`src/hw/rtl/sma_ram.sv`:
```
// Generic single write, single read RAM with registered read data.
// No dependencies.
module sma_ram #(
   parameter int WIDTH = 16,
   parameter int DEPTH = 16
) (
   input  logic                     clock,
   input  logic                     wr_en,
   input  logic [$clog2(DEPTH)-1:0] wr_addr,
   input  logic [WIDTH-1:0]         wr_data,
   input  logic                     rd_en,
   input  logic [$clog2(DEPTH)-1:0] rd_addr,
   output logic [WIDTH-1:0]         rd_data
);

   logic [WIDTH-1:0] mem_ff [DEPTH];
   logic [WIDTH-1:0] rd_data_ff;

   // Write port
   always_ff @(posedge clock) begin
      if (wr_en) begin
         mem_ff[wr_addr] <= wr_data;
      end
   end

   // Registered read port
   always_ff @(posedge clock) begin
      if (rd_en) begin
         rd_data_ff <= mem_ff[rd_addr];
      end
   end

   assign rd_data = rd_data_ff;

endmodule

```
`config.mk`:
```
export PLATFORM = sky130hd
export DESIGN_NAME = sma_ram
export DESIGN_NICKNAME = d
export VERILOG_FILES = /design/src/hw/rtl/sma_ram.sv
export SDC_FILE = /design/constraint.sdc
export NUM_CORES = 1
export LEC_CHECK = 0
export ABC_AREA = 1
export BUFFER_PORTS_ARGS = -buffer_cell sky130_fd_sc_hd__buf_2
export CAP_MARGIN = 10
export CELL_PAD_IN_SITES_DETAIL_PLACEMENT = 1
export CELL_PAD_IN_SITES_GLOBAL_PLACEMENT = 1
export CORE_MARGIN = 2
export CORE_UTILIZATION = 49
export DETAILED_ROUTE_END_ITERATION = 16
export GPL_TIMING_DRIVEN = 0
export PLACE_DENSITY_LB_ADDON = 0.12
export SLEW_MARGIN = 20
export SYNTH_ARGS = -nofsm -noshare
export SYNTH_HDL_FRONTEND = slang
export SYNTH_SLANG_ARGS = --single-unit
```
`constraint.sdc`:
```
create_clock -name clock -period 2 [get_ports clock]
set_input_delay 0.2 -clock clock [delete_from_list [all_inputs] [get_ports clock]]
set_output_delay 0.2 -clock clock [all_outputs]
set_load 0.02 [all_outputs]
```
* Word level (Yosys, flattened, before mapping)
Memories as Yosys holds them, arrays and structs flattened. A register that Yosys moved wholly into a read port is not among the register bits.
Cells that the tools add are included.
** Word-level totals
- Memory bits (writable) :: 256
- Memories kept :: 1
- Register bits :: 0
- Output and inout bits :: 16
** Operators by class
- Muxes and demuxes :: 2
** Memories
- mem_ff :: depth 16, width 16, rd ports 1, clocked after memory_dff 1, write ports 1, line 16 : logic [WIDTH-1:0] mem_ff [DEPTH];
** Operator list (count)
- $mux 1 :: 2

* Logic depth before layout (Yosys ltp)
- Depth in word-level cells :: 2
- Mapped depth :: 9
- Gate-level depth less buffers :: 7

* Worst setup path after synthesis
No wires, ideal clock.
- Path kind :: input to register
- From :: in wr_addr[2]
- To :: mem mem_ff[10][0] (enable)
- Path slack :: 500 ps
- Arrival :: 1111 ps
- Buffers on the path :: 0
- Stages :: 2
- Required time :: 1612 ps
- Library setup time :: 388 ps
- Path through :: nand3b_1 -> nor2_1
** RTL lines
- start: declaration :: line 9 : input logic [$clog2(DEPTH)-1:0] wr_addr,
- end: declaration :: line 16
No word-level cell before the write port.

==> impl_metrics.toml <==
[status]
status = "finished clean"

[setup_path]
crit_path_end_kind = "register"
r2r_cells = 6
arrival_ps = 1740
crit_family = "buffers and inverters"
crit_fanout = 10
cp_num_cells = 6
cpMostUsedCell = "nand3_1"
cp_cell_sequence = "buf_2 -> inv_1 -> clkbuf_1 -> nand3_1 -> nand3_1 -> nand2_1"
critPathMaxStageDelay_ps = 720
path_buf_inv = 3
critical_path_class = "in -> reg"
critPathLaunchType = "input port"
crit_slowest_cell = "clkbuf_1"
required_ps = 2280

[flow_run]
drv_cap = 0

[placement]
hpwlAfterDp_um = 22500
dp_slack_ps = 64.2
gp_congestion = 0.783
portBuffers = 40

[grt]
grt_max_degree = 17
grt-ovfl-total = 0
grt_pass1_wl_um = 49600
grtUsageTotal = 0.278
antenna_found_initial = 0
grt_pass1_vias = 8428

[detailed_routing]
drcViolationCount = 0
viasPerCell = 5.35
firstDrtPassIters = 5
wl_per_cell_um = 22.2
ant_nets = 0
wl_um = 33300
vias = 8016
drtIter0Drc = 726

[finish]
nets = 1187
syn_to_final_growth_pct = 15.6
drive_gt1_frac = 0.131
n_antenna_cell = 0
final_common_cell = "nand2_1"
final_core_util = 0.574
final_cell_mix = "nand2_1 (341), edfxtp_1 (272), inv_1 (196)"
nFillCells = 2518

[power]
power_density_nw_per_um2 = 959
leakage_nw = 5.70
vdd_drop_max_uv = 735

[sta]
max_slew_margin = 0.388
finalHoldViolCount = 0
slew_viol_final = 0
tightest_slew_ps = 918
rsz0062_at_grt = "false"
skew_ps = 11.7
finalCritPeriodShare = 0.733
fin_crit_ps = 1470
worst_slack_ps = 535
clock.fmax_mhz = 682
whs_ps = 56.2
setup_viol = 0

[cts]
cts_made_buffers = 29
cts_tree = "yes"
clk_latency_ps = 540
postCtsSetupBuffers = 0
clock-sinks = 272
path_clk_slew_ps = 60
hold_buffers = 0
cts_buffer_depth = 3
htreeDepth = 1
post_cts_resized = 0
clock-root-buffer = "clkbuf_16"

[floorplan]
io_pins = 43
core_region_area_um2 = 23300
fp.dieArea_um2 = 24800
initial_core_util = 0.496
fp.dieH_um = 157
dieWidth_um = 157
fp-row-count = 56

[yosys]
synth_area_um2 = 11500
yosysTopAreaCellShare = 0.708
yosys.area.top_type = "edfxtp_1"
ys_ff_latch = 272
yosysWarnings = 0
yosysUniqueCellTypes = 12
synth_seq_area_share = 0.708
ys_top_cells_by_area = "edfxtp_1 (71%), nand2_1 (11%), nand3_1 (8.4%)"
synthCells = 1074
syn_avg_cell_area_um2 = 10.7
syn_nets = 1101

[worst_hold_path]
hold_path_class = "in -> reg"
min_path_cells = 1
-- layout make-up --
cell class	count	area, um2	area share
buffer	51	305	0.0229
clock buffer	31	733	0.0550
sequential	272	8170	0.612
multi-input combinational	553	2370	0.178
clock inverter	20	224	0.0168
inverter	198	743	0.0557
tap	319	399	0.0299
timing repair buffer	55	399	0.0299
-- synthesized netlist by cell type --
cell type  number
nor2_1         17
inv_1         196
nand2_1       341
edfxtp_1      272
buf_6           3
nand3b_1        2
buf_4          18
nand3_1       193
buf_2          19
inv_2           2
clkbuf_1       10
buf_1           1
-- sequential cells by signal (all words and copies together), names as in the netlist --
register,cells
mem_ff,256
rd_data,16
-- report_power, final --
group | leakage, nW | switching [mW] | internal [mW]
logic | 2.76 | 0.657 | 0.236
clock network | 0.461 | 2.18 | 3.27
registers | 2.47 | 0.0326 | 6.42
total | 5.70 | 2.87 | 9.93
-- routing by layer --
metal,part of all wire,vias to the layer above,track usage
li1,-,3652,-
met2,0.48,293,0.458
met3,0.063,80,0.0350
met5,0,-,0
met1,0.42,3991,0.373
met4,0.040,0,0.119
-- metrics by stage --
stage	total power, mW	std cells	cell area (um2)	TNS (ps)
floorplan	7.04	1074	11500	0
global placement	7.41	1433	12100	-87380
detailed placement	7.46	1448	12400	0
CTS	12.9	1499	13300	0
global route	13.2	1499	13300	0
finish	12.8	1499	13300	0
-- kinds of logic (layout without fill, tap and decap cells) --
| family | after synthesis | count (layout) | share of synthesized area |
|---|---|---|---|
| buf+inv | 249 | 355 | 0.0909 |
| flops | 272 | 272 | 0.708 |
| simple gates | 553 | 553 | 0.201 |
-- path summary, 6_finish.rpt --
kind,startpoint,to,slack [ps]
setup / recovery,rd_addr[2],rd_data[5]$_DFFE_PP_,530
hold / removal,wr_data[1],mem_ff[4][1]$_DFFE_PP_,60
hold reg to reg,mem_ff[10][7]$_DFFE_PP_,rd_data[7]$_DFFE_PP_,760
setup reg to reg,mem_ff[1][6]$_DFFE_PP_,rd_data[6]$_DFFE_PP_,650
-- worst register-to-register path, cell delays in order, from the launching register on --
cell and delay, ps:
edfxtp_1 390, inv_1 80, nand2_1 60, nand3_1 100, nand3_1 130, nand3_1 220
nand2_1 100
Note: power is estimated with default switching activity, not from simulation.
