===== config.mk =====
export PLATFORM = sky130hd
export DESIGN_NAME = sma_divider
export DESIGN_NICKNAME = d
export VERILOG_FILES = /design/src/hw/rtl/sma_pkg.sv /design/src/hw/rtl/sma_divider.sv
export SDC_FILE = /design/constraint.sdc
export NUM_CORES = 1
export LEC_CHECK = 0
export ABC_AREA = 1
export BUFFER_PORTS_ARGS = -buffer_cell sky130_fd_sc_hd__buf_2
export CAP_MARGIN = 20
export CORE_MARGIN = 5
export CORE_UTILIZATION = 57
export DETAILED_ROUTE_END_ITERATION = 8
export HOLD_SLACK_MARGIN = 0.03
export PLACE_DENSITY_LB_ADDON = 0.25
export SLEW_MARGIN = 20
export SYNTH_ARGS = -nofsm -noshare
export SYNTH_HDL_FRONTEND = slang
export SYNTH_SLANG_ARGS = --single-unit

===== constraint.sdc =====
create_clock -name clock -period 2.1 [get_ports clock]
set_clock_uncertainty 0.15 [all_clocks]
set_input_delay 0.42 -clock clock [delete_from_list [all_inputs] [get_ports clock]]
set_output_delay 0.42 -clock clock [all_outputs]
set_load 0.005 [all_outputs]

===== src/hw/rtl/sma_pkg.sv =====
// Shared constants and types for the sensor moving average block.
// No dependencies; compile first.
package sma_pkg;

   // Default sizing of the block
   localparam int MAX_WINDOW_DEFAULT  = 16;
   localparam int SAMPLE_BITS_DEFAULT = 16;

   // Window length register
   localparam int                     LENGTH_BITS  = 5;
   localparam logic [LENGTH_BITS-1:0] LENGTH_RESET = 5'd3;

   // Status of the divider, seen by the sequencer
   typedef struct packed {
      logic busy;
      logic done;
   } div_status_type;

endpackage


===== src/hw/rtl/sma_divider.sv =====
// Bit-serial restoring divider: signed sum over unsigned window length,
// truncating toward zero, one quotient bit a cycle. Depends on sma_pkg.
module sma_divider
   import sma_pkg::*;
#(
   parameter int SUM_BITS    = 20,
   parameter int CNT_BITS    = 5,
   parameter int SAMPLE_BITS = 16
) (
   input  logic                          clock,
   input  logic                          reset,
   input  logic                          start,
   input  logic signed [SUM_BITS-1:0]    dividend,
   input  logic [CNT_BITS-1:0]           divisor,
   output div_status_type                status,
   output logic signed [SAMPLE_BITS-1:0] quotient
);

   localparam int ITER_BITS = $clog2(SUM_BITS + 1);

   logic                 busy_ff,  busy_in;
   logic                 done_ff,  done_in;
   logic [ITER_BITS-1:0] iter_ff,  iter_in;
   logic [CNT_BITS-1:0]  rem_ff,   rem_in;
   logic [CNT_BITS-1:0]  dvs_ff,   dvs_in;
   logic [SUM_BITS-1:0]  quo_ff,   quo_in;
   logic                 neg_ff,   neg_in;

   logic [CNT_BITS:0]    rem_shift;
   logic [CNT_BITS:0]    rem_diff;
   logic [SUM_BITS-1:0]  magnitude;
   logic [SUM_BITS-1:0]  quo_signed;

   // Shift in the next dividend bit and try the subtraction
   always_comb begin
      rem_shift = {rem_ff, quo_ff[SUM_BITS-1]};
      rem_diff  = rem_shift - {1'b0, dvs_ff};
      magnitude = dividend[SUM_BITS-1] ? SUM_BITS'(-dividend) : SUM_BITS'(dividend);
   end

   // Sequence the iterations
   always_comb begin
      busy_in = busy_ff;
      done_in = 1'b0;
      iter_in = iter_ff;
      rem_in  = rem_ff;
      dvs_in  = dvs_ff;
      quo_in  = quo_ff;
      neg_in  = neg_ff;
      if (start) begin
         busy_in = 1'b1;
         iter_in = ITER_BITS'(SUM_BITS);
         rem_in  = '0;
         dvs_in  = divisor;
         quo_in  = magnitude;
         neg_in  = dividend[SUM_BITS-1];
      end else if (busy_ff) begin
         if (rem_shift >= {1'b0, dvs_ff}) begin
            rem_in = rem_diff[CNT_BITS-1:0];
            quo_in = {quo_ff[SUM_BITS-2:0], 1'b1};
         end else begin
            rem_in = rem_shift[CNT_BITS-1:0];
            quo_in = {quo_ff[SUM_BITS-2:0], 1'b0};
         end
         iter_in = iter_ff - 1'b1;
         if (iter_ff == ITER_BITS'(1)) begin
            busy_in = 1'b0;
            done_in = 1'b1;
         end
      end
   end

   always_ff @(posedge clock) begin
      if (reset) begin
         busy_ff <= 1'b0;
         done_ff <= 1'b0;
         iter_ff <= '0;
      end else begin
         busy_ff <= busy_in;
         done_ff <= done_in;
         iter_ff <= iter_in;
      end
   end

   always_ff @(posedge clock) begin
      rem_ff <= rem_in;
      dvs_ff <= dvs_in;
      quo_ff <= quo_in;
      neg_ff <= neg_in;
   end

   // Restore the sign; the mean always fits the sample width
   assign quo_signed  = neg_ff ? (~quo_ff + 1'b1) : quo_ff;
   assign quotient    = quo_signed[SAMPLE_BITS-1:0];
   assign status.busy = busy_ff;
   assign status.done = done_ff;

endmodule


# Yosys cells after proc, flatten, opt, wreduce, memory -nomap -nowiden
# Cells that the tools add are included.
dict set report classes {
  bitwise_logic 2
  add_sub_neg 4
  mux 12
  n_eq_ne 1
  magnitude_cmp 1
  reduce_logical 3
}
# op n
set ops {}
lappend ops {{2-to-1 mux 20 bit} 3}
lappend ops {{negator 20 bit} 1}
lappend ops {{adder 16 x 1 -> 16 bit, second input constant} 1}
lappend ops {{2-to-1 mux 16 bit} 1}
lappend ops {{NOT 16 bit} 1}
lappend ops {{2-to-1 mux 5 bit} 3}
lappend ops {{greater-or-equal comparator 6 x 5 -> 1 bit} 1}
lappend ops {{== test 5 x 1 -> 1 bit, second input constant} 1}
lappend ops {{2-to-1 mux 1 bit} 5}
lappend ops {{subtractor 5 x 1 -> 5 bit, second input constant} 1}
lappend ops {{subtractor 5 bit} 1}
lappend ops {{OR reduction 3 bit} 1}
lappend ops {{nonzero test 2 bit} 1}
lappend ops {{OR reduction 2 bit} 1}
lappend ops {{NOT 1 bit} 1}
dict set report totals {
  in_bits 28
  regBits 38
  out_inout_bits 18
}

# Logic depth before layout (Yosys ltp)
dict set report logic_depth {
  word_depth 4
  ltp_mapped 11
  depth_no_buf 11
}

# Least setup slack after synthesis
# No wires, ideal clock.
dict set report synth_path {
  kind {flip-flop to flip-flop}
  startpoint {register quo_ff[19]}
  endpoint {register quo_ff[0], data pin}
  path_stages_with_launch 11
  t_arrival_ns 1.409
  required_ns 1.685
  slack_ns 0.276
  path_buffers 0
  cell_sequence {edfxtp_1 inv_1 ha_1 inv_1 fa_1 nand2_1 nand2_2 nand2_2 nand2_4 nand2_1 o21ai_0}
}
dict set report synth_between {
  elab_chain_len 4
}
# item line
set synth_lines {}
lappend synth_lines {{start: declaration} sma_divider.sv:26} ;# logic [SUM_BITS-1:0] quo_ff, quo_in;
lappend synth_lines {{start signal: assignment} sma_divider.sv:88} ;# quo_ff <= quo_in;
lappend synth_lines {{greater-or-equal comparator 6 x 5 -> 1 bit} sma_divider.sv:58} ;# if (rem_shift >= {1'b0, dvs_ff}) begin
lappend synth_lines {{2-to-1 mux 1 bit} sma_divider.sv:58}
lappend synth_lines {{2-to-1 mux 20 bit} sma_divider.sv:57} ;# end else if (busy_ff) begin
lappend synth_lines {{2-to-1 mux 20 bit} sma_divider.sv:50} ;# if (start) begin
lappend synth_lines {{named net quo_in[0]} sma_divider.sv:26}
# The timed path passes the listed nets, and every way through them passes these cells. The select of a mux whose other input is x is not followed.
# A chain may end at the register's enable or synchronous reset.

# Final worst setup path
dict set report layout_path {
  startpoint {register quo_ff[1]}
  endpoint {output port quotient[10]}
}
dict set report layout_between {
  elab_chain_len 3
}
# item line
set layout_lines {}
lappend layout_lines {{NOT 16 bit} sma_divider.sv:93} ;# assign quo_signed = neg_ff ? (~quo_ff + 1'b1) : quo_ff;
lappend layout_lines {{adder 16 x 1 -> 16 bit} sma_divider.sv:93}
lappend layout_lines {{2-to-1 mux 16 bit} sma_divider.sv:93}
lappend layout_lines {{end: declaration} sma_divider.sv:16} ;# output logic signed [SAMPLE_BITS-1:0] quotient
# Every way passes these cells.

==> results.sh <==
export IMPL_status="finished with violations"
export IMPL_violations="negative setup slack"
export IMPL_grt_pass1_wl_microns=11100
export IMPL_vias_per_cell=5.31
export IMPL_cp_start_kind="register"
export IMPL_die_area_sq_um=6380
export IMPL_root_buffer="clkbuf_8"
export IMPL_drv_cap=0
export IMPL_seq_area_frac_synth_pct=36.7
export IMPL_netlist_instances=371
export IMPL_cts_max_level=2
export IMPL_syn_nets=409
export IMPL_cp_arrival_ns=1.72
export IMPL_fin_nets=469
export IMPL_fmax_mhz=436
export IMPL_cts_tree="built"
export IMPL_wl_per_cell_microns=12.9
export IMPL_post_route_period_util_pct=109
export IMPL_diodes=0
export IMPL_clockBufferDepth=2
export IMPL_gr_total_overflow=0
export IMPL_postCtsHoldBufs=0
export IMPL_ys_types=37
export IMPL_power_density_nw_per_um2=693
export IMPL_rsz0062_at_grt="yes"
export IMPL_p_leak_nw=1.58
export IMPL_wl_microns=6460
export IMPL_io_pins=46
export IMPL_die_w_microns=79.9
export IMPL_min_path_type="input port to register"
export IMPL_num_vias=2648
export IMPL_final_setup_tns_ns=-1.34
export IMPL_syn_avg_cell_area_sq_um=7.50
export IMPL_ir_drop_mv=0.330
export IMPL_drive_gt1_share_pct=26.6
export IMPL_core_sq_um=4720
export IMPL_grt_use_total_pct=22.0
export IMPL_gp_congestion=0.905
export IMPL_total_power_w=0.00230
export IMPL_relSlewSlack_pct=70.3
export IMPL_io_buffers=45
export IMPL_crit_type="register to primary output"
export IMPL_fillers=383
export IMPL_yosys_warnings=0
export IMPL_drtAntennaViolNets=0
export IMPL_postLayoutCellArea_sq_um=3320
export IMPL_first_pass_iters=5
export IMPL_cts_buffers=5
export IMPL_synth_seq_cells=38
export IMPL_grt_pass1_vias=2465
export IMPL_clock_latency_ns=0.29
export IMPL_worst_slew_pin_slew_ns=0.446
export IMPL_cts_sink_count=38
export IMPL_path_clk_slew_ns=0.08
export IMPL_first_iter_violations=244
export IMPL_layout_setup_ws_ns=-0.192
export IMPL_setup_viol=10
export IMPL_dp_hpwl_microns=4800
export IMPL_drcViolationCount=0
export IMPL_cp_max_fo=3
export IMPL_dpl_cell_area_sq_um=3070
export IMPL_syn_area_sq_um=2780
export IMPL_die_y_microns=79.9
export IMPL_areaGrowthSynthToFinish_pct=19.4
export IMPL_crit_path_end_kind="primary output"
export IMPL_critPathRequiredTime_ns=1.53
export IMPL_rows=25
export IMPL_antenna_found_initial=0
export IMPL_finalHoldViolations=0
export IMPL_pre_cts_ws_ns=0.0708
export IMPL_start_util_pct=58.9
export IMPL_grt_max_degree=24
export IMPL_hold_slack_ns=0.147
export IMPL_slew_viol_final=0
export IMPL_min_period_ns=2.29
[logic make-up after synthesis]
family / count (synthesis) / share of synthesized area [%]
AND/OR/NAND/NOR: 195 / 33.0
buffers and inverters: 63 / 10.1
AO/OA/AOI/OAI: 44 / 8.81
flip-flops: 38 / 36.7
XOR/XNOR: 21 / 6.61
adder cells (fa/ha/maj): 10 / 4.77
[synth_stat cells]
library cell | instances | area share [%]
a211oi_1 | 1 | 0.27
a21oi_1 | 8 | 1.4
a31oi_1 | 2 | 0.45
buf_2 | 1 | 0.18
buf_4 | 4 | 1.1
clkbuf_1 | 2 | 0.27
clkbuf_8 | 2 | 0.99
dfxtp_1 | 12 | 8.6
dlymetal6s2s_1 | 1 | 0.45
edfxtp_1 | 26 | 28
fa_1 | 1 | 0.72
ha_1 | 9 | 4.0
inv_1 | 51 | 6.9
inv_2 | 2 | 0.27
nand2_1 | 89 | 12
nand2_2 | 11 | 2.5
nand2_4 | 1 | 0.40
nand2b_1 | 1 | 0.22
nand3_1 | 36 | 6.5
nand3_2 | 2 | 0.72
nand3b_1 | 3 | 0.81
nand4_1 | 7 | 1.6
nor2_1 | 28 | 3.8
nor2_2 | 6 | 1.3
nor2_4 | 3 | 1.2
nor3_1 | 4 | 0.72
nor3_4 | 1 | 0.58
nor4_1 | 1 | 0.22
o211ai_1 | 1 | 0.27
o21ai_0 | 21 | 3.8
o21ai_1 | 8 | 1.4
o21ai_2 | 1 | 0.31
o21ai_4 | 1 | 0.58
o31ai_1 | 1 | 0.27
or2_1 | 2 | 0.45
xnor2_1 | 4 | 1.3
xor2_1 | 17 | 5.4
[state kept, by name, indices dropped and copies added (netlist names)]
signal   cells
busy_ff      1
done_ff      1
dvs_ff       5
iter_ff      5
neg_ff       1
quo_ff      20
rem_ff       5
[through the flow]
step / util (%) / cells
finish: 70.4 / 499
global route: 70.4 / 499
CTS: 69.3 / 495
detailed placement: 65.0 / 481
global placement: 65.0 / 481
floorplan: - / 371
[layout make-up]
class	count	area, sq um	share of cell area (%)
timing repair buffer	63	364	11.0
inverter	53	201	6.06
tap	67	83.8	2.52
clock buffer	6	93.8	2.82
clock inverter	2	38.8	1.17
sequential	38	1020	30.7
multi-input combinational	270	1520	45.7
[final timing paths]
path,slack (ns),cells past startpoint,startpoint,to
worst max-delay path,-0.19,8,quo_ff[1]$_DFFE_PP_,quotient[10]
worst min-delay path,0.15,1,divisor[2],dvs_ff[2]$_DFFE_PP_
worst max register to register,0.14,10,quo_ff[19]$_DFFE_PP_,quo_ff[0]$_DFFE_PP_
worst min register to register,0.32,2,rem_ff[4]$_SDFFE_PP0P_,rem_ff[4]$_SDFFE_PP0P_
[placed cells by master, fill, tap and decap left out, drive strengths merged]
cell / netlist / final
a211oi: 1 / 1
a21oi: 8 / 8
a31oi: 2 / 2
buf: 5 / 63
bufinv: 0 / 1
clkbuf: 4 / 6
clkinv: 0 / 1
dfxtp: 12 / 12
edfxtp: 26 / 26
fa: 1 / 1
ha: 9 / 9
inv: 53 / 53
nand2: 101 / 101
nand2b: 1 / 1
nand3: 38 / 38
nand3b: 3 / 3
nand4: 7 / 7
nor2: 37 / 37
nor3: 5 / 5
nor4: 1 / 1
o211ai: 1 / 1
o21ai: 31 / 31
o31ai: 1 / 1
or2: 2 / 2
xnor2: 4 / 4
xor2: 17 / 17
[critical path, cell delays in order, from the launching register on]
cell and delay (ns):
edfxtp_1 0.42, inv_2 0.12, ha_4 0.14, nand4_1 0.15, nor2_2 0.16, nand3_1 0.08, nand2_1 0.08, xor2_1 0.14
buf_2 0.13
[per-layer routing]
layer  up-vias  part of all wire, %  GRT usage (%)
met2       103                   47           35.1
met1      1214                   45           30.8
li1       1323                    -              -
met3         8                  6.6           3.16
met4         0                  1.5           6.93
met5         -                    0              0
[what timing repair did]
| action | CTS | global route |
|---|---|---|
| gates resized for setup | 13 | 9 |
| setup endpoints to repair | 8 | 13 |
| setup buffers | 6 | 4 |
| pin swaps | 8 | 8 |
[power breakdown]
part	internal (W)	total (W)	switching [W]	leakage [nW]
Sequential	0.000890	0.000947	0.0000578	0.362
Clock	0.000428	0.000702	0.000273	0.0665
Combinational	0.000275	0.000656	0.000381	1.15
No activity file was read; power rests on OpenSTA's default activity.
